===== config.mk =====
export PLATFORM = sky130hd
export DESIGN_NAME = pub_qr
export DESIGN_NICKNAME = d
export VERILOG_FILES = /design/src/design/pub_pkg.sv /design/src/design/pub_qr.sv
export SDC_FILE = /design/constraint.sdc
export NUM_CORES = 2
export LEC_CHECK = 0
export ABC_AREA = 0
export BUFFER_PORTS_ARGS = -buffer_cell sky130_fd_sc_hd__buf_2
export CAP_MARGIN = 15
export CORE_MARGIN = 3
export CORE_UTILIZATION = 60
export DETAILED_ROUTE_END_ITERATION = 6
export HOLD_SLACK_MARGIN = 0.08
export PLACE_DENSITY = 0.83
export SLEW_MARGIN = 30
export SYNTH_ARGS = -nofsm -noshare
export SYNTH_HDL_FRONTEND = slang
export SYNTH_SLANG_ARGS = --single-unit
export TNS_END_PERCENT = 20

===== constraint.sdc =====
create_clock -name clk -period 29.9 [get_ports clk]
set_clock_uncertainty 0.05 [all_clocks]
set_input_delay 2.99 -clock clk [delete_from_list [all_inputs] [get_ports clk]]
set_output_delay 2.99 -clock clk [all_outputs]
set_load 0.01 [all_outputs]

===== src/design/pub_pkg.sv =====
// Shared types, constants and helpers for the proportional usage bar cells block.
package pub_pkg;

  localparam int HARD_MAX_CELLS = 4096;
  localparam int UNIT_W         = 32;
  localparam int TOT_W          = 34;
  localparam int CNT_W          = 13;
  localparam int IDX_W          = 12;
  localparam int DIV_STEP       = 4;
  localparam int QR_STAGES      = (TOT_W + DIV_STEP - 1) / DIV_STEP;
  localparam int QR_W           = QR_STAGES * DIV_STEP;
  localparam int REM_W          = CNT_W;
  localparam int FR_W           = 24;
  localparam int FR_STAGES      = FR_W / DIV_STEP;

  typedef enum logic [2:0] {
    REG_ACTIVE   = 3'd0,
    REG_HOLE     = 3'd1,
    REG_RESERVED = 3'd2,
    REG_MAX      = 3'd3
  } reg_idx_t;

  typedef enum logic [1:0] {
    KIND_ACTIVE   = 2'd0,
    KIND_HOLE     = 2'd1,
    KIND_RESERVED = 2'd2,
    KIND_MIXED    = 2'd3
  } kind_t;

  typedef struct packed {
    logic             ok;
    logic [IDX_W-1:0] idx;
    logic [CNT_W-1:0] idx1;
  } tag_t;

  function automatic logic [REM_W+DIV_STEP-1:0] div_step(
    input logic [REM_W-1:0]    rem,
    input logic [DIV_STEP-1:0] bits,
    input logic [CNT_W-1:0]    d
  );
    logic [REM_W:0]        w;
    logic [REM_W-1:0]      r;
    logic [DIV_STEP-1:0]   q;
    r = rem;
    q = '0;
    for (int k = DIV_STEP - 1; k >= 0; k--) begin
      w = {r, bits[k]};
      if (w >= {1'b0, d}) begin
        w = w - {1'b0, d};
        q[k] = 1'b1;
      end
      r = w[REM_W-1:0];
    end
    return {r, q};
  endfunction

endpackage


===== src/design/pub_qr.sv =====
// Pipelined divider for total over cell count, four quotient bits per stage.
module pub_qr (
  input  logic                      clk,
  input  logic                      rst_n,
  input  logic                      adv,
  input  logic                      in_vld,
  input  logic [pub_pkg::IDX_W-1:0] idx,
  input  logic [pub_pkg::TOT_W-1:0] tot,
  input  logic [pub_pkg::CNT_W-1:0] n,
  output logic                      o_vld,
  output pub_pkg::tag_t             o_tag,
  output logic [pub_pkg::TOT_W-1:0] o_q,
  output logic [pub_pkg::IDX_W-1:0] o_r
);
  import pub_pkg::*;

  logic [QR_STAGES-1:0]  vld_r;
  tag_t                  tag_r [QR_STAGES];
  logic [REM_W-1:0]      rem_r [QR_STAGES];
  logic [QR_W-1:0]       q_r   [QR_STAGES];
  logic [REM_W+DIV_STEP-1:0] stp [QR_STAGES];
  logic [QR_W-1:0]       tot_x;
  tag_t                  tag0;

  always_comb begin
    tot_x     = QR_W'(tot);
    tag0.ok   = ({1'b0, idx} < n);
    tag0.idx  = idx;
    tag0.idx1 = {1'b0, idx} + CNT_W'(1);
    for (int s = 0; s < QR_STAGES; s++) begin
      stp[s] = div_step((s == 0) ? REM_W'(0) : rem_r[(s == 0) ? 0 : s - 1],
                        tot_x[QR_W-1-DIV_STEP*s -: DIV_STEP], n);
    end
  end

  always_ff @(posedge clk) begin
    if (!rst_n) begin
      vld_r <= '0;
    end else if (adv) begin
      vld_r <= {vld_r[QR_STAGES-2:0], in_vld};
    end
  end

  always_ff @(posedge clk) begin
    if (adv) begin
      tag_r[0] <= tag0;
      rem_r[0] <= stp[0][REM_W+DIV_STEP-1:DIV_STEP];
      q_r[0]   <= QR_W'(stp[0][DIV_STEP-1:0]);
      for (int s = 1; s < QR_STAGES; s++) begin
        tag_r[s] <= tag_r[s-1];
        rem_r[s] <= stp[s][REM_W+DIV_STEP-1:DIV_STEP];
        q_r[s]   <= {q_r[s-1][QR_W-DIV_STEP-1:0], stp[s][DIV_STEP-1:0]};
      end
    end
  end

  assign o_vld = vld_r[QR_STAGES-1];
  assign o_tag = tag_r[QR_STAGES-1];
  assign o_q   = q_r[QR_STAGES-1][TOT_W-1:0];
  assign o_r   = rem_r[QR_STAGES-1][IDX_W-1:0];

endmodule


[Word level (Yosys, flattened, before mapping)]
Memories as Yosys holds them, arrays and structs flattened.
Cells that the tools add are included.
Storage, ports and cells
  input bits: 63
  register bits: 9
  output and inout port bits: 73
  memories kept: 3
  logic and storage cells: 152
  RAM bits: 675
  bits in latches: 0
  ROM bits: 0
Memories
  q_r: words 9, width 36, read ports 9, clocked after memory_dff 0, wr ports 9, RTL line pub_qr.sv:20  | logic [QR_W-1:0] q_r [QR_STAGES];
  tag_r: words 9, width 26, read ports 9, clocked after memory_dff 0, wr ports 9, RTL line pub_qr.sv:18  | tag_t tag_r [QR_STAGES];
  rem_r: words 9, width 13, read ports 9, clocked after memory_dff 0, wr ports 9, RTL line pub_qr.sv:19  | logic [REM_W-1:0] rem_r [QR_STAGES];
Operators by class
  bitwise gates (word level): 0
  shift operators: 0
  muxes and demuxes: 74
  divide/modulo/power cells: 0
  multipliers: 0
  add/subtract/negate cells: 37
  eq/ne operators: 0
  reductions and logical operators: 0
  order comparisons: 37
Operators with widths (number)
  $ge A14 B13 Y1: 35
  $mux W13: 36
  $sub A13 B13 Y13: 35
  $mux W1: 38
  $add A12 B1 Y13 const B: 1
  $ge A1 B13 Y1 const A: 1
  $lt A12 B13 Y1: 1
  $sub A1 B13 Y13 const A: 1

[Logic depth before layout (Yosys ltp)]
An unclocked memory read counts as a cell.
  word-level depth: 9
  gate-level depth with buffers: 50

[Worst setup path after synthesis]
No wires, ideal clock.
  path type: input to register
  start point: input port n[1] in the netlist's numbering
  end point: memory rem_r[0][68] in the netlist's numbering (data pin)
  slack: 16.901 ns
  buffers on the path: 5
  library setup time: 0.261 ns
  arrival time: 12.689 ns
  stages: 43
  cells stage by stage: inv_1 -> fa_1 -> a21o_1 -> a21o_1 -> a2111oi_0 -> o21a_1 -> o21a_1 -> clkbuf_1 -> clkbuf_1 -> nand2_1 -> o21ai_0 -> ha_1 -> a21o_1 -> a21o_1 -> a21o_1 -> o31ai_1 -> a31oi_1 -> or2_1 -> [7 not listed] -> a21oi_1 -> o21ai_0 -> o21ai_0 -> nand2b_1 -> nor2_1 -> clkbuf_1 -> mux2i_1 -> ha_1 -> nor2b_1 -> o21ai_0 -> nand2b_1 -> a221o_1 -> a21oi_1 -> o21ai_0 -> a21o_1 -> a211oi_2 -> a21oi_1 -> a221o_1
RTL lines
  from (decl): RTL line pub_qr.sv:9  | input logic [pub_pkg::CNT_W-1:0] n,
  to (decl): RTL line pub_qr.sv:19

==> results.yml <==
clock_network:
  clk_pin_slew_worst_paths_ns: 0.07
  cts-resized-gates: 0
  cts_tree: "yes"
  cts-root-buf: "clkbuf_16"
  clock-sinks: 521
  cts_made_buffers: 54
  cts_max_path_buffers: 3
  post-cts-setup-buffer-count: 0
  htree_levels: 2
  clk_latency_ns: 0.66
  ctsHoldBuffers: 0
yosys:
  ys_ff_latch: 521
  syn-cell-area_um2: 42400
  yosys_warnings: 0
  synth_edf_count: 512
  async_reset_ff_frac: 0
  synthCells: 4229
  ys_types: 98
  seq_area_frac_synth: 0.3668
  avgSynthCellArea_um2: 10.03
  synth_flop_cell: "edfxtp_1"
  syn_nets: 4793
placement:
  routabilityCongestion: 0.9481
  dp_hpwl_mm: 73.84
  io_buffers: 135
  dp.cells: 5191
drt:
  remaining_drc_errors: 0
  wl_mm: 102.4
  drt_iter0_drc: 2694
  num_vias: 32920
  ant_nets: 0
  vias_per_cell: 6.218
  first_pass_iters: 6
  wl_per_cell_um: 19.34
finish:
  fillers: 5400
  layout.cells.most_common: "edfxtp_1"
  multiInputGateArea_um2: 25110
  seq_area_um2: 15550
  area_delta_synth_final_pct: 7.652
  stdcell_count: 5294
  final_cell_mix: "512 x edfxtp_1, 467 x ha_1, 318 x a21oi_1, 308 x nor2_1, 252 x nand2_1"
  nets: 4881
  utilization: 0.6586
  drive_gt1_frac: 0.1107
floorplanning:
  ioPinCount: 136
  die_y_um: 271.8
  initial_core_util: 0.6118
  die_w_um: 271.8
  dieArea_um2: 73900
  coreArea_um2: 69310
  rows: 96
sta:
  report.final.hold_viol_count: 0
  fin_crit_sh: 0.4892
  max-slew-margin-rel: 0.3483
  fin_crit_ns: 14.63
  finalSetupTns_ns: 0
  maxSlewViolCount: 0
  setup_violations: 0
  whs_ns: 0.3372
  worst_slew_pin_slew_ns: 0.9746
  max_freq_ghz: 0.06836
  rsz0062_at_grt: "false"
setup_path:
  crit_type: "in2reg"
  cp-start-kind: "input port"
  critPathMaxFanout: 30
  cp_top_family: "compound AO/OA/AOI/OAI gates"
  critPathSlowestCell: "nor2_2"
  critPathMaxStageDelay_ns: 0.74
  crit_buf_inv: 5
  worstPathArrival_ns: 14.98
  crit_top_cell: "ha_1"
  cp-end-kind: "register"
  critical_path_required_ns: 30.25
grt:
  grt_usage: 0.2706
  grt_pass1_vias: 31370
  grt_first_pass_wirelength_mm: 163.1
  grt-ovfl-total: 0
  grt_max_degree: 200
  antenna_found_initial: 2
outcome:
  status: "finished, final reports clean"
min_path:
  hp-class: "reg2reg"
run:
  cap_violations: 0
==> registers in the layout (all words and copies together) (netlist names) <==
name and cells:
tag_r 234, q_r 162, rem_r 116, vld_r 9
==> worst paths after layout <==
check,startpoint,end,slack (ns),cells past startpoint
setup / recovery,n[1],rem_r[0][60],15.27,41
hold / removal,q_r[0][76],q_r[0][116],0.34,0
setup reg to reg,rem_r[0][43],rem_r[0][60],18.58,38
hold reg to reg,q_r[0][76],q_r[0][116],0.34,0
==> layout make-up <==
type,count,share of cell area
antenna,1,0.00005482
clock buffer,57,0.02985
tap,931,0.02552
sequential,521,0.3408
clock inverter,44,0.01253
inverter,236,0.01952
multi-input combinational,3332,0.5500
timing repair buffer,172,0.02176
==> through the flow <==
stage          worst slack, ns  cell area, µm²
2_1_floorplan            16.90           42400
3_3_place_gp             14.95           43660
3_5_place_dp             14.83           43680
4_1_cts                  15.48           45610
5_1_grt                  14.38           45640
6_report                 15.27           45650
==> cells in the mapped netlist, drive strengths merged, types with 52 or more instances <==
cell type  number  share of area
mux2          149          0.041
nand2b         52         0.0077
edfxtp        512           0.36
nor2b         101          0.015
a21o          112          0.020
xor2          105          0.022
o21ai         230          0.027
inv           236          0.021
nand3          70         0.0085
ha            467           0.14
a21oi         322          0.038
nor2          310          0.028
nand4          76          0.011
nor3          117          0.014
buf           106          0.018
nand2         253          0.023
o21a           74          0.013
xnor2         220          0.045
mux2i          98          0.023
==> per-layer routing <==
metal	part of all wire	wire, µm	track usage	up-vias
met5	0.00013	13	0	-
li1	-	-	-	16050
met4	0.041	4185	0.1060	2
met2	0.46	47390	0.4511	1144
met3	0.065	6682	0.03515	297
met1	0.43	44110	0.3600	15420
==> cell families (layout without fill, tap and decap cells) <==
| group | after synthesis | after routing | share of synthesized area |
|---|---|---|---|
| buffers and inverters | 376 | 509 | 0.04167 |
| AND/OR/NAND/NOR | 1141 | 1141 | 0.1320 |
| AO/OA/AOI/OAI | 1118 | 1118 | 0.1743 |
| other | 0 | 1 | 0 |
| flip-flops | 521 | 521 | 0.3668 |
| XOR/XNOR | 325 | 325 | 0.06713 |
| multiplexers | 247 | 247 | 0.06421 |
| adder cells (fa/ha/maj) | 501 | 501 | 0.1539 |
Power is left out: the tool's default activity adds up to more than one toggle a clock period on the data nets, which glitch-free logic cannot reach.
