===== config.mk =====
export PLATFORM = sky130hd
export DESIGN_NAME = pub_frac
export DESIGN_NICKNAME = d
export VERILOG_FILES = /design/src/design/pub_pkg.sv /design/src/design/pub_frac.sv
export SDC_FILE = /design/constraint.sdc
export NUM_CORES = 2
export LEC_CHECK = 0
export CAP_MARGIN = 20
export CELL_PAD_IN_SITES_DETAIL_PLACEMENT = 0
export CELL_PAD_IN_SITES_GLOBAL_PLACEMENT = 1
export CORE_ASPECT_RATIO = 0.5
export CORE_MARGIN = 2
export CORE_UTILIZATION = 53
export CTS_CLUSTER_DIAMETER = 30
export DETAILED_ROUTE_END_ITERATION = 12
export DONT_BUFFER_PORTS = 1
export HOLD_SLACK_MARGIN = 0.05
export PLACE_DENSITY_LB_ADDON = 0.25
export SLEW_MARGIN = 5
export SYNTH_ARGS = -nofsm -noshare
export SYNTH_HDL_FRONTEND = slang
export SYNTH_SLANG_ARGS = --single-unit

===== constraint.sdc =====
create_clock -name clk -period 17.3 [get_ports clk]
set_input_delay 2.595 -clock clk [delete_from_list [all_inputs] [get_ports clk]]
set_output_delay 2.595 -clock clk [all_outputs]
set_load 0.03 [all_outputs]

===== src/design/pub_pkg.sv =====
// Shared types, constants and helpers for the proportional usage bar cells block.
package pub_pkg;

  localparam int HARD_MAX_CELLS = 4096;
  localparam int UNIT_W         = 32;
  localparam int TOT_W          = 34;
  localparam int CNT_W          = 13;
  localparam int IDX_W          = 12;
  localparam int DIV_STEP       = 4;
  localparam int QR_STAGES      = (TOT_W + DIV_STEP - 1) / DIV_STEP;
  localparam int QR_W           = QR_STAGES * DIV_STEP;
  localparam int REM_W          = CNT_W;
  localparam int FR_W           = 24;
  localparam int FR_STAGES      = FR_W / DIV_STEP;

  typedef enum logic [2:0] {
    REG_ACTIVE   = 3'd0,
    REG_HOLE     = 3'd1,
    REG_RESERVED = 3'd2,
    REG_MAX      = 3'd3
  } reg_idx_t;

  typedef enum logic [1:0] {
    KIND_ACTIVE   = 2'd0,
    KIND_HOLE     = 2'd1,
    KIND_RESERVED = 2'd2,
    KIND_MIXED    = 2'd3
  } kind_t;

  typedef struct packed {
    logic             ok;
    logic [IDX_W-1:0] idx;
    logic [CNT_W-1:0] idx1;
  } tag_t;

  function automatic logic [REM_W+DIV_STEP-1:0] div_step(
    input logic [REM_W-1:0]    rem,
    input logic [DIV_STEP-1:0] bits,
    input logic [CNT_W-1:0]    d
  );
    logic [REM_W:0]        w;
    logic [REM_W-1:0]      r;
    logic [DIV_STEP-1:0]   q;
    r = rem;
    q = '0;
    for (int k = DIV_STEP - 1; k >= 0; k--) begin
      w = {r, bits[k]};
      if (w >= {1'b0, d}) begin
        w = w - {1'b0, d};
        q[k] = 1'b1;
      end
      r = w[REM_W-1:0];
    end
    return {r, q};
  endfunction

endpackage


===== src/design/pub_frac.sv =====
// Multiply stage and two-lane pipelined divider for the cell boundaries.
module pub_frac (
  input  logic                      clk,
  input  logic                      rst_n,
  input  logic                      adv,
  input  logic                      in_vld,
  input  pub_pkg::tag_t             in_tag,
  input  logic [pub_pkg::TOT_W-1:0] q,
  input  logic [pub_pkg::IDX_W-1:0] r,
  input  logic [pub_pkg::CNT_W-1:0] n,
  output logic                      o_vld,
  output pub_pkg::tag_t             o_tag,
  output logic [pub_pkg::TOT_W-1:0] o_qi,
  output logic [pub_pkg::TOT_W-1:0] o_qi1,
  output logic [pub_pkg::CNT_W-1:0] o_f0,
  output logic [pub_pkg::CNT_W-1:0] o_f1
);
  import pub_pkg::*;

  localparam int PW = TOT_W + CNT_W;

  logic                  m_vld_r;
  tag_t                  m_tag_r;
  logic [TOT_W-1:0]      m_qi_r, m_qi1_r;
  logic [FR_W-1:0]       m_ri_r, m_ri1_r;
  logic [PW-1:0]         p_qi, p_qi1;

  logic [FR_STAGES-1:0]  vld_r;
  tag_t                  tag_r [FR_STAGES];
  logic [TOT_W-1:0]      qi_r  [FR_STAGES];
  logic [TOT_W-1:0]      qi1_r [FR_STAGES];
  logic [REM_W-1:0]      rm0_r [FR_STAGES];
  logic [REM_W-1:0]      rm1_r [FR_STAGES];
  logic [FR_W-1:0]       x0_r  [FR_STAGES];
  logic [FR_W-1:0]       x1_r  [FR_STAGES];
  logic [REM_W+DIV_STEP-1:0] st0 [FR_STAGES];
  logic [REM_W+DIV_STEP-1:0] st1 [FR_STAGES];

  assign p_qi  = PW'(q) * PW'(in_tag.idx);
  assign p_qi1 = PW'(q) * PW'(in_tag.idx1);

  always_comb begin
    st0[0] = div_step(REM_W'(0), m_ri_r[FR_W-1 -: DIV_STEP], n);
    st1[0] = div_step(REM_W'(0), m_ri1_r[FR_W-1 -: DIV_STEP], n);
    for (int s = 1; s < FR_STAGES; s++) begin
      st0[s] = div_step(rm0_r[s-1], x0_r[s-1][FR_W-1 -: DIV_STEP], n);
      st1[s] = div_step(rm1_r[s-1], x1_r[s-1][FR_W-1 -: DIV_STEP], n);
    end
  end

  always_ff @(posedge clk) begin
    if (!rst_n) begin
      m_vld_r <= 1'b0;
      vld_r   <= '0;
    end else if (adv) begin
      m_vld_r <= in_vld;
      vld_r   <= {vld_r[FR_STAGES-2:0], m_vld_r};
    end
  end

  always_ff @(posedge clk) begin
    if (adv) begin
      m_tag_r  <= in_tag;
      m_qi_r   <= p_qi[TOT_W-1:0];
      m_qi1_r  <= p_qi1[TOT_W-1:0];
      m_ri_r   <= FR_W'(r) * FR_W'(in_tag.idx);
      m_ri1_r  <= FR_W'(r) * FR_W'(in_tag.idx1);
      tag_r[0] <= m_tag_r;
      qi_r[0]  <= m_qi_r;
      qi1_r[0] <= m_qi1_r;
      rm0_r[0] <= st0[0][REM_W+DIV_STEP-1:DIV_STEP];
      rm1_r[0] <= st1[0][REM_W+DIV_STEP-1:DIV_STEP];
      x0_r[0]  <= {m_ri_r[FR_W-DIV_STEP-1:0], st0[0][DIV_STEP-1:0]};
      x1_r[0]  <= {m_ri1_r[FR_W-DIV_STEP-1:0], st1[0][DIV_STEP-1:0]};
      for (int s = 1; s < FR_STAGES; s++) begin
        tag_r[s] <= tag_r[s-1];
        qi_r[s]  <= qi_r[s-1];
        qi1_r[s] <= qi1_r[s-1];
        rm0_r[s] <= st0[s][REM_W+DIV_STEP-1:DIV_STEP];
        rm1_r[s] <= st1[s][REM_W+DIV_STEP-1:DIV_STEP];
        x0_r[s]  <= {x0_r[s-1][FR_W-DIV_STEP-1:0], st0[s][DIV_STEP-1:0]};
        x1_r[s]  <= {x1_r[s-1][FR_W-DIV_STEP-1:0], st1[s][DIV_STEP-1:0]};
      end
    end
  end

  assign o_vld = vld_r[FR_STAGES-1];
  assign o_tag = tag_r[FR_STAGES-1];
  assign o_qi  = qi_r[FR_STAGES-1];
  assign o_qi1 = qi1_r[FR_STAGES-1];
  assign o_f0  = x0_r[FR_STAGES-1][CNT_W-1:0];
  assign o_f1  = x1_r[FR_STAGES-1][CNT_W-1:0];

endmodule


# Yosys cells after proc, flatten, opt, wreduce, memory -nomap -nowiden
# Memory sizes are Yosys's and may differ from the RTL's.
# Index checks and enable logic that the tools add are counted.
# word_totals
reg_bits,149
latch_bits,0
mem_bits_rw,1008
rom_bits,0
input_bits,89
wordCells,214
memories,7
# memory_table
memory,words,width,read_ports,rd_clocked_by_memory_dff,wr,line_no,source
qi1_r,6,34,6,0,6,pub_frac.sv:31,logic [TOT_W-1:0] qi1_r [FR_STAGES];
qi_r,6,34,6,0,6,pub_frac.sv:30,logic [TOT_W-1:0] qi_r [FR_STAGES];
tag_r,6,26,6,0,6,pub_frac.sv:29,tag_t tag_r [FR_STAGES];
x0_r,6,24,6,0,6,pub_frac.sv:34,logic [FR_W-1:0] x0_r [FR_STAGES];
x1_r,6,24,6,0,6,pub_frac.sv:35,logic [FR_W-1:0] x1_r [FR_STAGES];
rm0_r,6,13,5,0,6,pub_frac.sv:32,logic [REM_W-1:0] rm0_r [FR_STAGES];
1 more memories,--,--,--,--,--,--,
# classes
add_sub_neg,48
mul,4
n_div,0
n_lt_le_gt_ge,48
eq_ne,0
n_shift,0
mux,98
bitwise_logic,0
n_reduce_logical,0
# ops
cell,n
14-bit by 13-bit greater-or-equal comparator with 1-bit output,46
13-bit 2-to-1 mux,48
13-bit subtractor,46
1-bit 2-to-1 mux,50
34-bit by 12-bit multiplier with 34-bit output,1
34-bit by 13-bit multiplier with 34-bit output,1
1-bit by 13-bit greater-or-equal comparator with 1-bit output,2
1-bit by 13-bit subtractor with 13-bit output,2
12-bit by 12-bit multiplier with 24-bit output,1
12-bit by 13-bit multiplier with 24-bit output,1

# Depth between registers and ports, before layout
# An unclocked memory read counts as a cell.
# depth
depth_word,9
mapped_depth,51

# Worst setup path before layout
# No wires, ideal clock.
# synth_timing
kind,input to register
start,in n[1] (netlist name)
end,mem rm1_r[2][10] (netlist name) (data pin)
arrival_time_ps,13282
required_ps,17040
setup_slack_ps,3758
stages,44
path_buffers,6
path_cell_list,inv_1 > fa_1 > nand3_1 > a21oi_1 > o41ai_1 > a21oi_1 > o21ai_0 > and2_1 > clkbuf_1 > clkbuf_1 > mux2_2 > ha_1 > a211oi_1 > nor2_1 > o41ai_1 > a21o_1 > o31ai_1 > a221o_1 > [... 8 more ...] > o21a_1 > o21ai_0 > a2111oi_0 > o2bb2ai_1 > a21oi_1 > clkbuf_1 > mux2_2 > ha_1 > a21o_1 > a21o_1 > a221oi_1 > o21bai_1 > a21oi_1 > o21ai_0 > a21oi_1 > o211a_1 > buf_2 > mux2_2
# synth_lines
element,line_no,source
"start, declared",pub_frac.sv:10,"input logic [pub_pkg::CNT_W-1:0] n,"
"end, declared",pub_frac.sv:33,logic [REM_W-1:0] rm1_r [FR_STAGES];

==> results.py <==
metrics = {
    "final_layout": {
        "nets": 10407,
        "ff_latch_area_um2": 30500,
        "layout-drive-gt1-share_pct": 6.84,
        "fill_cells": 14396,
        "multi_input_area_um2": 55800,
        "areaGrowthSynthToFinish_pct": 8.23,
    },
    "global_route": {
        "grt_pass1_vias": 62929,
        "grt_max_degree": 1020,
        "grt.busiest_layer": "met2",
        "grtUsageMet1_pct": 34.5,
        "grt_pass1_wl_mm": 345,
        "track_usage_pct": 24.7,
        "antenna_found_initial": 2,
        "overflow": 0,
        "grt_use_met3_pct": 3.16,
        "gr-usage-met2_pct": 41.0,
    },
    "clocking": {
        "clk_path_buf_depth": 4,
        "clkTransAtPathRegs_ns": 0.06,
        "clock-sinks": 1019,
        "cts_tree": "built",
        "insertion_delay_ns": 0.82,
        "htree_levels": 4,
        "clock_tree.root_cell": "clkbuf_16",
        "cts_setup_buffers": 0,
        "numCtsBuffers": 155,
        "cts_resized": 0,
        "ctsHoldBuffers": 0,
    },
    "yosys": {
        "syn-cell-area_um2": 91000,
        "ys_ff_latch": 1019,
        "async_flop_share_pct": 0,
        "avgSynthCellArea_um2": 10.4,
        "synth-seq-area-share_pct": 33.5,
        "synth-main-ff-cell": "edfxtp_1",
        "netlist_top_cells_count": "nand2_1 (1,060), edfxtp_1 (1,012), inv_1 (965), ha_1 (830), fa_1 (791)",
        "synthCells": 8762,
        "synth_top_cell_by_area": "edfxtp_1",
        "synth.most_common_cell": "nand2_1",
        "synth_warnings": 0,
        "ys_types": 89,
        "yosys-top-cells-area": "edfxtp_1 (33%), fa_1 (17%), ha_1 (11%)",
        "synth_edf_count": 1012,
        "syn_nets": 10472,
        "yosysTopAreaCellShare_pct": 33.4,
    },
    "sta": {
        "timing.fmax_ghz": 0.0744,
        "setup_ws_ns": 3.85,
        "worst_pin_slew_ns": 1.22,
        "rsz0062_at_grt": "false",
        "relSlewSlack_pct": 18.5,
        "setup_violations": 0,
        "drv_slew": 0,
        "min_period_over_period_pct": 77.7,
        "fin_worst_skew_ns": 0.0685,
        "tns_ns": 0,
        "period_needed_ns": 13.45,
        "hold_violations": 0,
    },
    "drt": {
        "routed_wl_mm": 215,
        "drcViolationCount": 0,
        "wl_per_cell_um": 19.3,
        "first_pass_iters": 6,
        "final_antenna_net_count": 0,
        "drt_iter0_drc": 4277,
        "num_vias": 62566,
        "viasPerCell": 5.63,
    },
    "setup_path": {
        "crit_arrival_ns": 13.95,
        "worst_path_most_repeated_cell": "o21ai_0",
        "startpoint_type": "input pin",
        "cp_max_fo": 20,
        "required_ns": 17.80,
        "timing_worst_setup_path_type": "in2reg",
        "critPathTopFamily": "compound AO/OA/AOI/OAI gates",
        "slowest_stage": "nand3_1",
        "end_kind": "flop",
        "crit_buf_inv": 3,
        "critPathMaxStageDelay_ns": 0.59,
    },
    "die": {
        "pin_count": 210,
        "start_util_pct": 53.4,
        "dieArea_um2": 175000,
        "die_w_um": 590,
        "fp.dieH_um": 297,
        "rows": 107,
        "core_region_area_um2": 170000,
    },
    "status": {
        "status": "complete, no violations",
    },
    "placement": {
        "io_buffers": 0,
        "hpwl_mm": 152,
        "pre_cts_slack_ns": 3.18,
        "place.gp.congestion": 0.885,
    },
    "worst_hold_path": {
        "hold_class": "reg2reg",
    },
    "job": {
        "drv_cap": 0,
    },
}
-- registers in the layout (all words and copies together) (netlist names), 26 cells and up --
signal,count
m_qi1_r,34
m_qi_r,34
m_tag_r,26
qi1_r,204
qi_r,204
rm0_r,65
rm1_r,65
tag_r,156
x0_r,88
x1_r,88
-- per-layer routing --
layer,wire length [um],up-vias
li1,-,30113
met1,98600,30834
met2,101000,1342
met3,10100,277
met4,4530,0
met5,0,-
-- metrics by stage --
| stage | hold slack (ns) | utilization (%) | std cells | cell area (um2) |
|---|---|---|---|---|
| 4_1_cts | 0.388 | 57.7 | 11098 | 98400 |
| 2_1_floorplan | 0.400 | - | 8762 | 91000 |
| 5_1_grt | 0.394 | 57.8 | 11103 | 98500 |
| 3_5_place_dp | 0.405 | 54.7 | 10824 | 93200 |
| 3_3_place_gp | 0.400 | 54.7 | 10824 | 93200 |
| 6_report | 0.379 | 57.8 | 11105 | 98500 |
-- placed cells by master (no fill, tap or decap), types with 198 or more instances in the layout --
master,instances
a21o_1,198
o21ai_0,400
nand2_1,1060
fa_1,791
nor2_1,405
ha_1,830
edfxtp_1,1012
inv_1,953
xnor2_1,353
mux2_2,205
a21oi_1,457
and2_1,335
-- cell type report --
class / instances / area share, %
multi-input cells: 6503 / 56.7
flip-flops and latches: 1019 / 31.0
clock buffers: 166 / 4.02
inverters: 965 / 3.68
well taps: 2289 / 2.91
clock inverters: 108 / 1.18
repair buffers: 53 / 0.531
diodes: 2 / 0.00508
-- final timing paths --
check        slack [ns]  depth (start not counted)             startpoint                      to
min reg2reg        0.38                          0    m_ri_r[5]$_DFFE_PP_    x0_r[0][9]$_DFFE_PP_
max                3.85                         42                   n[2]  rm0_r[3][12]$_DFFE_PP_
min                0.38                          0    m_ri_r[5]$_DFFE_PP_    x0_r[0][9]$_DFFE_PP_
max reg2reg        5.45                         43  x0_r[2][23]$_DFFE_PP_  rm0_r[3][12]$_DFFE_PP_
-- kinds of logic (layout without fill, tap and decap cells) --
group	count (synthesis)	in the layout	share of synthesized area [%]
and+or+nand+nor	2509	2509	13.0
muxes	283	283	3.49
DFF	1019	1019	33.5
xor gates and xnor gates	538	538	5.18
AOI/OAI and AO/OA	1552	1552	10.8
other	0	2	0
buffers and inverters	1240	1292	5.15
adders and majority gates	1621	1621	28.8
Power is not shown: default switching activity piles up to over one toggle a cycle in this logic, so the estimate is an artifact.
