[src/design/pub_pkg.sv]
// Shared types, constants and helpers for the proportional usage bar cells block.
package pub_pkg;

  localparam int HARD_MAX_CELLS = 4096;
  localparam int UNIT_W         = 32;
  localparam int TOT_W          = 34;
  localparam int CNT_W          = 13;
  localparam int IDX_W          = 12;
  localparam int DIV_STEP       = 4;
  localparam int QR_STAGES      = (TOT_W + DIV_STEP - 1) / DIV_STEP;
  localparam int QR_W           = QR_STAGES * DIV_STEP;
  localparam int REM_W          = CNT_W;
  localparam int FR_W           = 24;
  localparam int FR_STAGES      = FR_W / DIV_STEP;

  typedef enum logic [2:0] {
    REG_ACTIVE   = 3'd0,
    REG_HOLE     = 3'd1,
    REG_RESERVED = 3'd2,
    REG_MAX      = 3'd3
  } reg_idx_t;

  typedef enum logic [1:0] {
    KIND_ACTIVE   = 2'd0,
    KIND_HOLE     = 2'd1,
    KIND_RESERVED = 2'd2,
    KIND_MIXED    = 2'd3
  } kind_t;

  typedef struct packed {
    logic             ok;
    logic [IDX_W-1:0] idx;
    logic [CNT_W-1:0] idx1;
  } tag_t;

  function automatic logic [REM_W+DIV_STEP-1:0] div_step(
    input logic [REM_W-1:0]    rem,
    input logic [DIV_STEP-1:0] bits,
    input logic [CNT_W-1:0]    d
  );
    logic [REM_W:0]        w;
    logic [REM_W-1:0]      r;
    logic [DIV_STEP-1:0]   q;
    r = rem;
    q = '0;
    for (int k = DIV_STEP - 1; k >= 0; k--) begin
      w = {r, bits[k]};
      if (w >= {1'b0, d}) begin
        w = w - {1'b0, d};
        q[k] = 1'b1;
      end
      r = w[REM_W-1:0];
    end
    return {r, q};
  endfunction

endpackage

[src/design/pub_cfg.sv]
// Configuration registers and derived totals and cell count.
module pub_cfg (
  input  logic                      clk,
  input  logic                      rst_n,
  input  logic                      cfg_valid,
  input  logic [2:0]                cfg_index,
  input  logic [31:0]               cfg_data,
  output logic [pub_pkg::UNIT_W-1:0] act_end,
  output logic [pub_pkg::UNIT_W:0]   hole_end,
  output logic [pub_pkg::TOT_W-1:0]  tot,
  output logic [pub_pkg::CNT_W-1:0]  n
);
  import pub_pkg::*;

  logic [UNIT_W-1:0] act_r, act_nxt;
  logic [UNIT_W-1:0] hole_r, hole_nxt;
  logic [UNIT_W-1:0] res_r, res_nxt;
  logic [15:0]       max_r, max_nxt;
  logic [UNIT_W:0]   hend_r, hend_nxt;
  logic [TOT_W-1:0]  tot_r, tot_nxt;
  logic [CNT_W-1:0]  n_r, n_nxt;
  logic [CNT_W-1:0]  mcl;

  always_comb begin
    act_nxt  = act_r;
    hole_nxt = hole_r;
    res_nxt  = res_r;
    max_nxt  = max_r;
    if (cfg_valid) begin
      case (reg_idx_t'(cfg_index))
        REG_ACTIVE:   act_nxt  = cfg_data[UNIT_W-1:0];
        REG_HOLE:     hole_nxt = cfg_data[UNIT_W-1:0];
        REG_RESERVED: res_nxt  = cfg_data[UNIT_W-1:0];
        REG_MAX:      max_nxt  = cfg_data[15:0];
        default: ;
      endcase
    end
    hend_nxt = {1'b0, act_nxt} + {1'b0, hole_nxt};
    tot_nxt  = {1'b0, hend_nxt} + {2'b0, res_nxt};
    mcl      = (max_nxt > 16'(HARD_MAX_CELLS)) ? CNT_W'(HARD_MAX_CELLS) : max_nxt[CNT_W-1:0];
    n_nxt    = (tot_nxt < TOT_W'(mcl)) ? tot_nxt[CNT_W-1:0] : mcl;
  end

  always_ff @(posedge clk) begin
    if (!rst_n) begin
      act_r  <= '0;
      hole_r <= '0;
      res_r  <= '0;
      max_r  <= '0;
      hend_r <= '0;
      tot_r  <= '0;
      n_r    <= '0;
    end else begin
      act_r  <= act_nxt;
      hole_r <= hole_nxt;
      res_r  <= res_nxt;
      max_r  <= max_nxt;
      hend_r <= hend_nxt;
      tot_r  <= tot_nxt;
      n_r    <= n_nxt;
    end
  end

  assign act_end  = act_r;
  assign hole_end = hend_r;
  assign tot      = tot_r;
  assign n        = n_r;

endmodule

[config.mk]
export PLATFORM = sky130hd
export DESIGN_NAME = pub_cfg
export DESIGN_NICKNAME = d
export VERILOG_FILES = /design/src/design/pub_pkg.sv /design/src/design/pub_cfg.sv
export SDC_FILE = /design/constraint.sdc
export NUM_CORES = 1
export LEC_CHECK = 0
export ABC_AREA = 1
export BUFFER_PORTS_ARGS = -buffer_cell sky130_fd_sc_hd__buf_2
export CORE_AREA = 2 2 176 178
export CTS_CLUSTER_SIZE = 16
export DETAILED_ROUTE_END_ITERATION = 7
export DIE_AREA = 0 0 178 180
export GPL_TIMING_DRIVEN = 0
export HOLD_SLACK_MARGIN = 0.06
export SLEW_MARGIN = 20
export SYNTH_ARGS = -nofsm -noshare
export SYNTH_HDL_FRONTEND = slang
export SYNTH_SLANG_ARGS = --single-unit
[constraint.sdc]
create_clock -name clk -period 7.9 [get_ports clk]
set_input_delay 1.185 -clock clk [delete_from_list [all_inputs] [get_ports clk]]
set_output_delay 1.185 -clock clk [all_outputs]
set_load 0.01 [all_outputs]
=== Yosys cells after proc, flatten, opt, wreduce, memory -nomap -nowiden ===
Cells that the tools add are included.

* Register bits: 192
* Bits of input ports: 38

* Add/subtract/negate cells: 2
* Order comparisons: 2
* Eq/ne operators: 3
* Multiplexer cells: 10
* Reductions and logical operators: 1

{| class="wikitable"
|+ Operator list
! kind !! number
|-
| 32-bit 2-to-1 mux || 6
|-
| 33-bit by 32-bit adder with 34-bit output || 1
|-
| 34-bit by 13-bit less-than comparator with 1-bit output || 1
|-
| 32-bit by 32-bit adder with 33-bit output || 1
|-
| 16-bit 2-to-1 mux || 2
|-
| 13-bit 2-to-1 mux || 2
|-
| 16-bit by 13-bit greater-than comparator with 1-bit output (second input constant) || 1
|-
| 3-bit by 2-bit == test with 1-bit output (second input constant) || 2
|-
| 3-bit by 1-bit == test with 1-bit output (second input constant) || 1
|-
| 3-bit logical NOT || 1
|}

=== Longest topological paths before layout ===
* Depth after elaboration: 7
* Depth in mapped cells: 46

=== Worst setup path after synthesis ===
No wires, ideal clock.

* Path kind: in2reg
* Start: input port cfg_valid
* End: register n_r[11] (netlist: n[11])
* Library setup time: 0.115 ns
* Data arrival time: 5.725 ns
* Required time: 7.785 ns
* Setup slack: 2.060 ns
* Stages: 41
* Path buffers: 2
* Cell sequence: inv_1 -> nor2_2 -> nand3_1 -> clkbuf_1 -> o21ai_0 -> inv_1 -> ha_1 -> fa_1 -> nand2_1 -> nand2_1 -> nand3_1 -> nand2_1 -> inv_1 -> nor2_1 -> nor2_1 -> o21ai_0 -> nand3_1 -> nand2_1 -> [5 not listed] -> nor2_1 -> ha_1 -> nand2_1 -> nor2_1 -> nand2_1 -> nor3_2 -> nand2_1 -> nand4_1 -> nand2_1 -> nor2_1 -> nand2_1 -> nor2_4 -> nand3_2 -> nor2_8 -> buf_6 -> nand3_1 -> nand2_1 -> nor2_1

* Longest elaborated chain between the ends: 5

{| class="wikitable"
|+ Ends and longest elaborated chain
! element !! RTL line !! source
|-
| start: declaration || pub_cfg.sv:5 || <nowiki>input logic cfg_valid,</nowiki>
|-
| 32-bit 2-to-1 mux || pub_cfg.sv:29 || <nowiki>if (cfg_valid) begin</nowiki>
|-
| named net act_nxt[0] || pub_cfg.sv:15 || <nowiki>logic [UNIT_W-1:0] act_r, act_nxt;</nowiki>
|-
| 32-bit by 32-bit adder with 33-bit output || pub_cfg.sv:38 || <nowiki>hend_nxt = {1'b0, act_nxt} + {1'b0, hole_nxt};</nowiki>
|-
| named net hend_nxt[22] || pub_cfg.sv:19 || <nowiki>logic [UNIT_W:0] hend_r, hend_nxt;</nowiki>
|-
| 33-bit by 32-bit adder with 34-bit output || pub_cfg.sv:39 || <nowiki>tot_nxt = {1'b0, hend_nxt} + {2'b0, res_nxt};</nowiki>
|-
| 34-bit by 13-bit less-than comparator with 1-bit output || pub_cfg.sv:41 || <nowiki>n_nxt = (tot_nxt < TOT_W'(mcl)) ? tot_nxt[CNT_W-1:0] : mcl;</nowiki>
|-
| 13-bit 2-to-1 mux || pub_cfg.sv:41 ||
|-
| end signal: assignment || pub_cfg.sv:60 || <nowiki>n_r <= n_nxt;</nowiki>
|-
| end: declaration || pub_cfg.sv:21 || <nowiki>logic [CNT_W-1:0] n_r, n_nxt;</nowiki>
|}

The timed path passes the listed nets, and every way through them passes these cells.
A chain may end at the register's enable or synchronous reset.

=== Worst setup path after layout ===
* Start: input port cfg_index[2]
* End: register n_r[7] (netlist: n[7])

* Longest elaborated chain between the ends: 7

{| class="wikitable"
|+ Ends and longest elaborated chain
! element !! RTL line !! source
|-
| start: declaration || pub_cfg.sv:6 || <nowiki>input logic [2:0] cfg_index,</nowiki>
|-
| 3-bit logical NOT || pub_cfg.sv:30 || <nowiki>case (reg_idx_t'(cfg_index))</nowiki>
|-
| 32-bit 2-to-1 mux || pub_cfg.sv:30 ||
|-
| 32-bit 2-to-1 mux || pub_cfg.sv:29 ||
|-
| named net act_nxt[0] || pub_cfg.sv:15 ||
|-
| 32-bit by 32-bit adder with 33-bit output || pub_cfg.sv:38 ||
|-
| named net hend_nxt[20] || pub_cfg.sv:19 ||
|-
| 33-bit by 32-bit adder with 34-bit output || pub_cfg.sv:39 ||
|-
| 34-bit by 13-bit less-than comparator with 1-bit output || pub_cfg.sv:41 ||
|-
| 13-bit 2-to-1 mux || pub_cfg.sv:41 ||
|}

The timed path passes the listed nets, and every way through them passes these cells.

==> impl_metrics.csv <==
group,metric,value,unit
cells_and_area,layout.nets,2202,
cells_and_area,mostFrequentLayoutCells,"sky130_fd_sc_hd__nand2_1, sky130_fd_sc_hd__inv_1, sky130_fd_sc_hd__nor2_1",
cells_and_area,final_layout_fill_cell_count,3330,
pwr,cellLeakagePower,8.403,nW
sta,slew_hr,42.42,%
pwr,irDropWorstVdd,0.1546,mV
route,first_pass_iters,5,
place,gp_routability_congestion,0.9191,
clock_tree,holdBufCountCts,0,
setup_path,setup.worst_path.start_class,"primary input",
yosys,synthXorXnorAreaFrac,2.885,%
setup_path,worst_path_dominant_cell_family,"simple AND/OR/NAND/NOR gates",
sta,skew,0.01569,ns
sta,hold_violations,0,
setup_path,setup.reg_to_reg.worst_slack,2.15,ns
yosys,main_combinational_cell_family_by_area_after_synthesis,"simple AND/OR/NAND/NOR gates",
global_routing,grt_pass1_wl,57770,um
cells_and_area,final_common_cell,"sky130_fd_sc_hd__nand2_1",
setup_path,path_common_cell,"sky130_fd_sc_hd__nand2_1",
sta,timing.fmax,0.1396,GHz
route,routed_wl,37160,um
setup_path,timing_worst_setup_path_type,"primary input to register",
sta,fin_setup_tns,0,ns
sta,timing_max_transition_violations_final,0,
sta,rsz0062_at_grt,"false",
route,detailedRoute.firstIterationViolations,815,
setup_path,critical_path_at,7.52,ns
yosys,synth_area_per_cell,6.171,um^2
pwr,power.density_cell_area,186.2,nW/um^2
yosys,synth_cell_types,42,
hold_path,hold_startpoint,"max_r[12]",
clock_tree,cts_buffer_depth,2,
global_routing,grt_overflow,0,
clock_tree,postCtsSetupRepairBufs,0,
floorplanning,core.rowCount,64,
floorplanning,die-area,32040,um^2
floorplanning,die_h,180,um
yosys,async_reset_ff_share,0,%
yosys,yosysWarningCount,0,
route,detail_route.wl_per_cell,14.89,um
place,placement.io_buffers,148,
route,drc,0,
yosys,muxShareOfSynthArea,0.08453,%
global_routing,antenna_found_initial,0,
setup_path,reg2reg_from,"act_end[0]",
setup_path,crit_path_end_kind,"register",
sta,finalCritPeriodShare,90.68,%
route,dr_total_vias,11720,
clock_tree,clock_tree_from_tritoncts,"yes",
yosys,synth_compound_gate_area_share,10.51,%
global_routing,via_count_of_the_first_global_routing_pass,10970,
floorplanning,die_wd,178,um
setup_path,cp_bufs_invs,6,
setup_path,critical-path-max-stage-delay,0.41,ns
yosys,yosysSeqAreaShare,32.46,%
yosys,mappedNetlistArea,11840,um^2
yosys,synth_top_cell_area_share,32.46,%
yosys,total_nets_after_synthesis,2035,
setup_path,worst-endpoint-required,8.25,ns
cells_and_area,syn2layout_area_growth,15.52,%
clock_tree,clock-root-buffer,"sky130_fd_sc_hd__clkbuf_16",
pwr,report.power.total,2.548,mW
cells_and_area,post_layout_instance_count_excluding_filler_cells,2495,
sta,setup_violations,0,
yosys,dominantRegCellSynth,"sky130_fd_sc_hd__dfxtp_1",
global_routing,grt_use_total,23.55,%
clock_tree,post_cts_resize_count,0,
clock_tree,cts_sinks,192,
outcome,status,"finished clean",
yosys,synth-simple-area-share,29.96,%
clock_tree,tritoncts.num_buffers,17,
yosys,yosys.area.top_type,"sky130_fd_sc_hd__dfxtp_1",
sta,worst-slew-pin-transition,0.8637,ns
setup_path,worst_setup_path_startpoint,"cfg_index[2]",
route,postRouteAntennaNets,0,
global_routing,largest_net_degree_at_the_start_of_global_routing,19,
yosys,netlist_top_cells_area,"sky130_fd_sc_hd__dfxtp_1, sky130_fd_sc_hd__nand2_1, sky130_fd_sc_hd__inv_1",
run,number_of_max_cap_violations,0,
clock_tree,clk_pin_slew_worst_paths,0.08,ns
setup_path,critical_path.slowest_cell,"sky130_fd_sc_hd__fa_1",
place,numPlacedInstances,2463,
floorplanning,top_level_ports,150,
clock_tree,cts-htree-levels,4,
floorplanning,area_of_the_core_region,30190,um^2
clock_tree,clock_insertion_delay_worst_skew,0.47,ns
cells_and_area,antenna_cells,0,
hold_path,hp-class,"register to register",
setup_path,path_max_fanout,10,
route,vias_per_cell,4.696,
cells_and_area,final_layout_size_suffix_gt1_share,10.05,%
yosys,synth_fa_ha_area_share,8.369,%
yosys,ys_seq_elements,192,
place,dp_hpwl,30330,um
yosys,synth-edff-count,0,
yosys,synthesis.instances,1919,
floorplanning,starting_density,39.22,%
sta,min_period,7.164,ns
[worst paths after layout]
kind | end | cells after the start
worst min-delay path | max_r[12] | 2
worst min register to register | max_r[12] | 2
worst max-delay path | n[7] | 39
worst max register to register | n[7] | 37
[cell usage after synthesis, types with 2 or more instances]
library cell and number:
sky130_fd_sc_hd__a211oi_1 3, sky130_fd_sc_hd__a21o_1 4, sky130_fd_sc_hd__a21oi_1 79, sky130_fd_sc_hd__a31oi_1 2, sky130_fd_sc_hd__buf_1 2, sky130_fd_sc_hd__buf_2 4, sky130_fd_sc_hd__buf_6 2, sky130_fd_sc_hd__clkbuf_1 38
sky130_fd_sc_hd__dfxtp_1 192, sky130_fd_sc_hd__fa_1 2, sky130_fd_sc_hd__ha_1 76, sky130_fd_sc_hd__inv_1 437, sky130_fd_sc_hd__inv_2 5, sky130_fd_sc_hd__nand2_1 497, sky130_fd_sc_hd__nand2_2 2, sky130_fd_sc_hd__nand3_1 67
sky130_fd_sc_hd__nand3_2 3, sky130_fd_sc_hd__nand4_1 9, sky130_fd_sc_hd__nor2_1 278, sky130_fd_sc_hd__nor2_2 5, sky130_fd_sc_hd__nor3_1 11, sky130_fd_sc_hd__nor3_2 2, sky130_fd_sc_hd__nor4_1 3, sky130_fd_sc_hd__o21a_1 3
sky130_fd_sc_hd__o21ai_0 128, sky130_fd_sc_hd__o21bai_1 11, sky130_fd_sc_hd__or2_2 2, sky130_fd_sc_hd__xnor2_1 15, sky130_fd_sc_hd__xor2_1 24
[where the power goes]
group | internal, mW | switching [mW]
Clock | 0.474 | 0.431
Combinational | 0.198 | 0.407
Sequential | 1.02 | 0.0145
[cell type report]
| cell class | instances | area (um^2) | area share, % |
|---|---|---|---|
| multi-input cells | 1237 | 6135 | 44.85 |
| flip-flops and latches | 192 | 3844 | 28.10 |
| inverters | 443 | 1663 | 12.16 |
| repair buffers | 148 | 740.7 | 5.415 |
| well taps | 396 | 495.5 | 3.622 |
| clock buffers | 20 | 466.7 | 3.412 |
| plain buffers | 47 | 200.2 | 1.463 |
| clock inverters | 12 | 135.1 | 0.9878 |
[worst reg2reg max path: cells and delay by family (launching register included)]
| family | cells | cell delay [ns] |
|---|---|---|
| and+or+nand+nor | 26 | 3.05 |
| adders and majority gates | 3 | 1.04 |
| buffers and inverters | 5 | 0.47 |
| AOI/OAI and AO/OA | 2 | 0.39 |
| xor gates and xnor gates | 1 | 0.39 |
| DFF | 1 | 0.31 |
[metrics by stage]
stage	setup slack (ns)	hold WS, ns	utilization (%)	cell area (um^2)
after floorplan	2.060	0.4605	-	11840
after global placement	0.4134	0.4933	43.32	13080
after detailed placement	0.3865	0.5261	43.32	13080
after CTS	0.8290	0.5416	45.31	13680
after global routing	0.1056	0.5814	45.31	13680
final	0.7364	0.5378	45.31	13680
[flip-flops by register name (all words and copies together) (netlist names)]
register,cells
n,13
hole_r,32
max_r,16
tot,34
act_end,32
hole_end,33
res_r,32
[routing by layer]
metal  share of wire, %  vias up  wire (um)  global-route usage (%)
met5                  0        -          0                       0
li1                   -     6089          -                       -
met3                4.1       46       1536                   3.236
met2                 47      267      17540                   40.37
met1                 47     5314      17290                   30.63
met4                2.1        0        791                   6.656
[cell families after synthesis]
| logic type | count (synthesis) |
|---|---|
| xor+xnor | 39 |
| flops | 192 |
| mux | 1 |
| compound gates | 235 |
| fa+ha+maj | 78 |
| buf+inv | 490 |
| simple gates | 884 |
(Power assumes the default switching activity.)
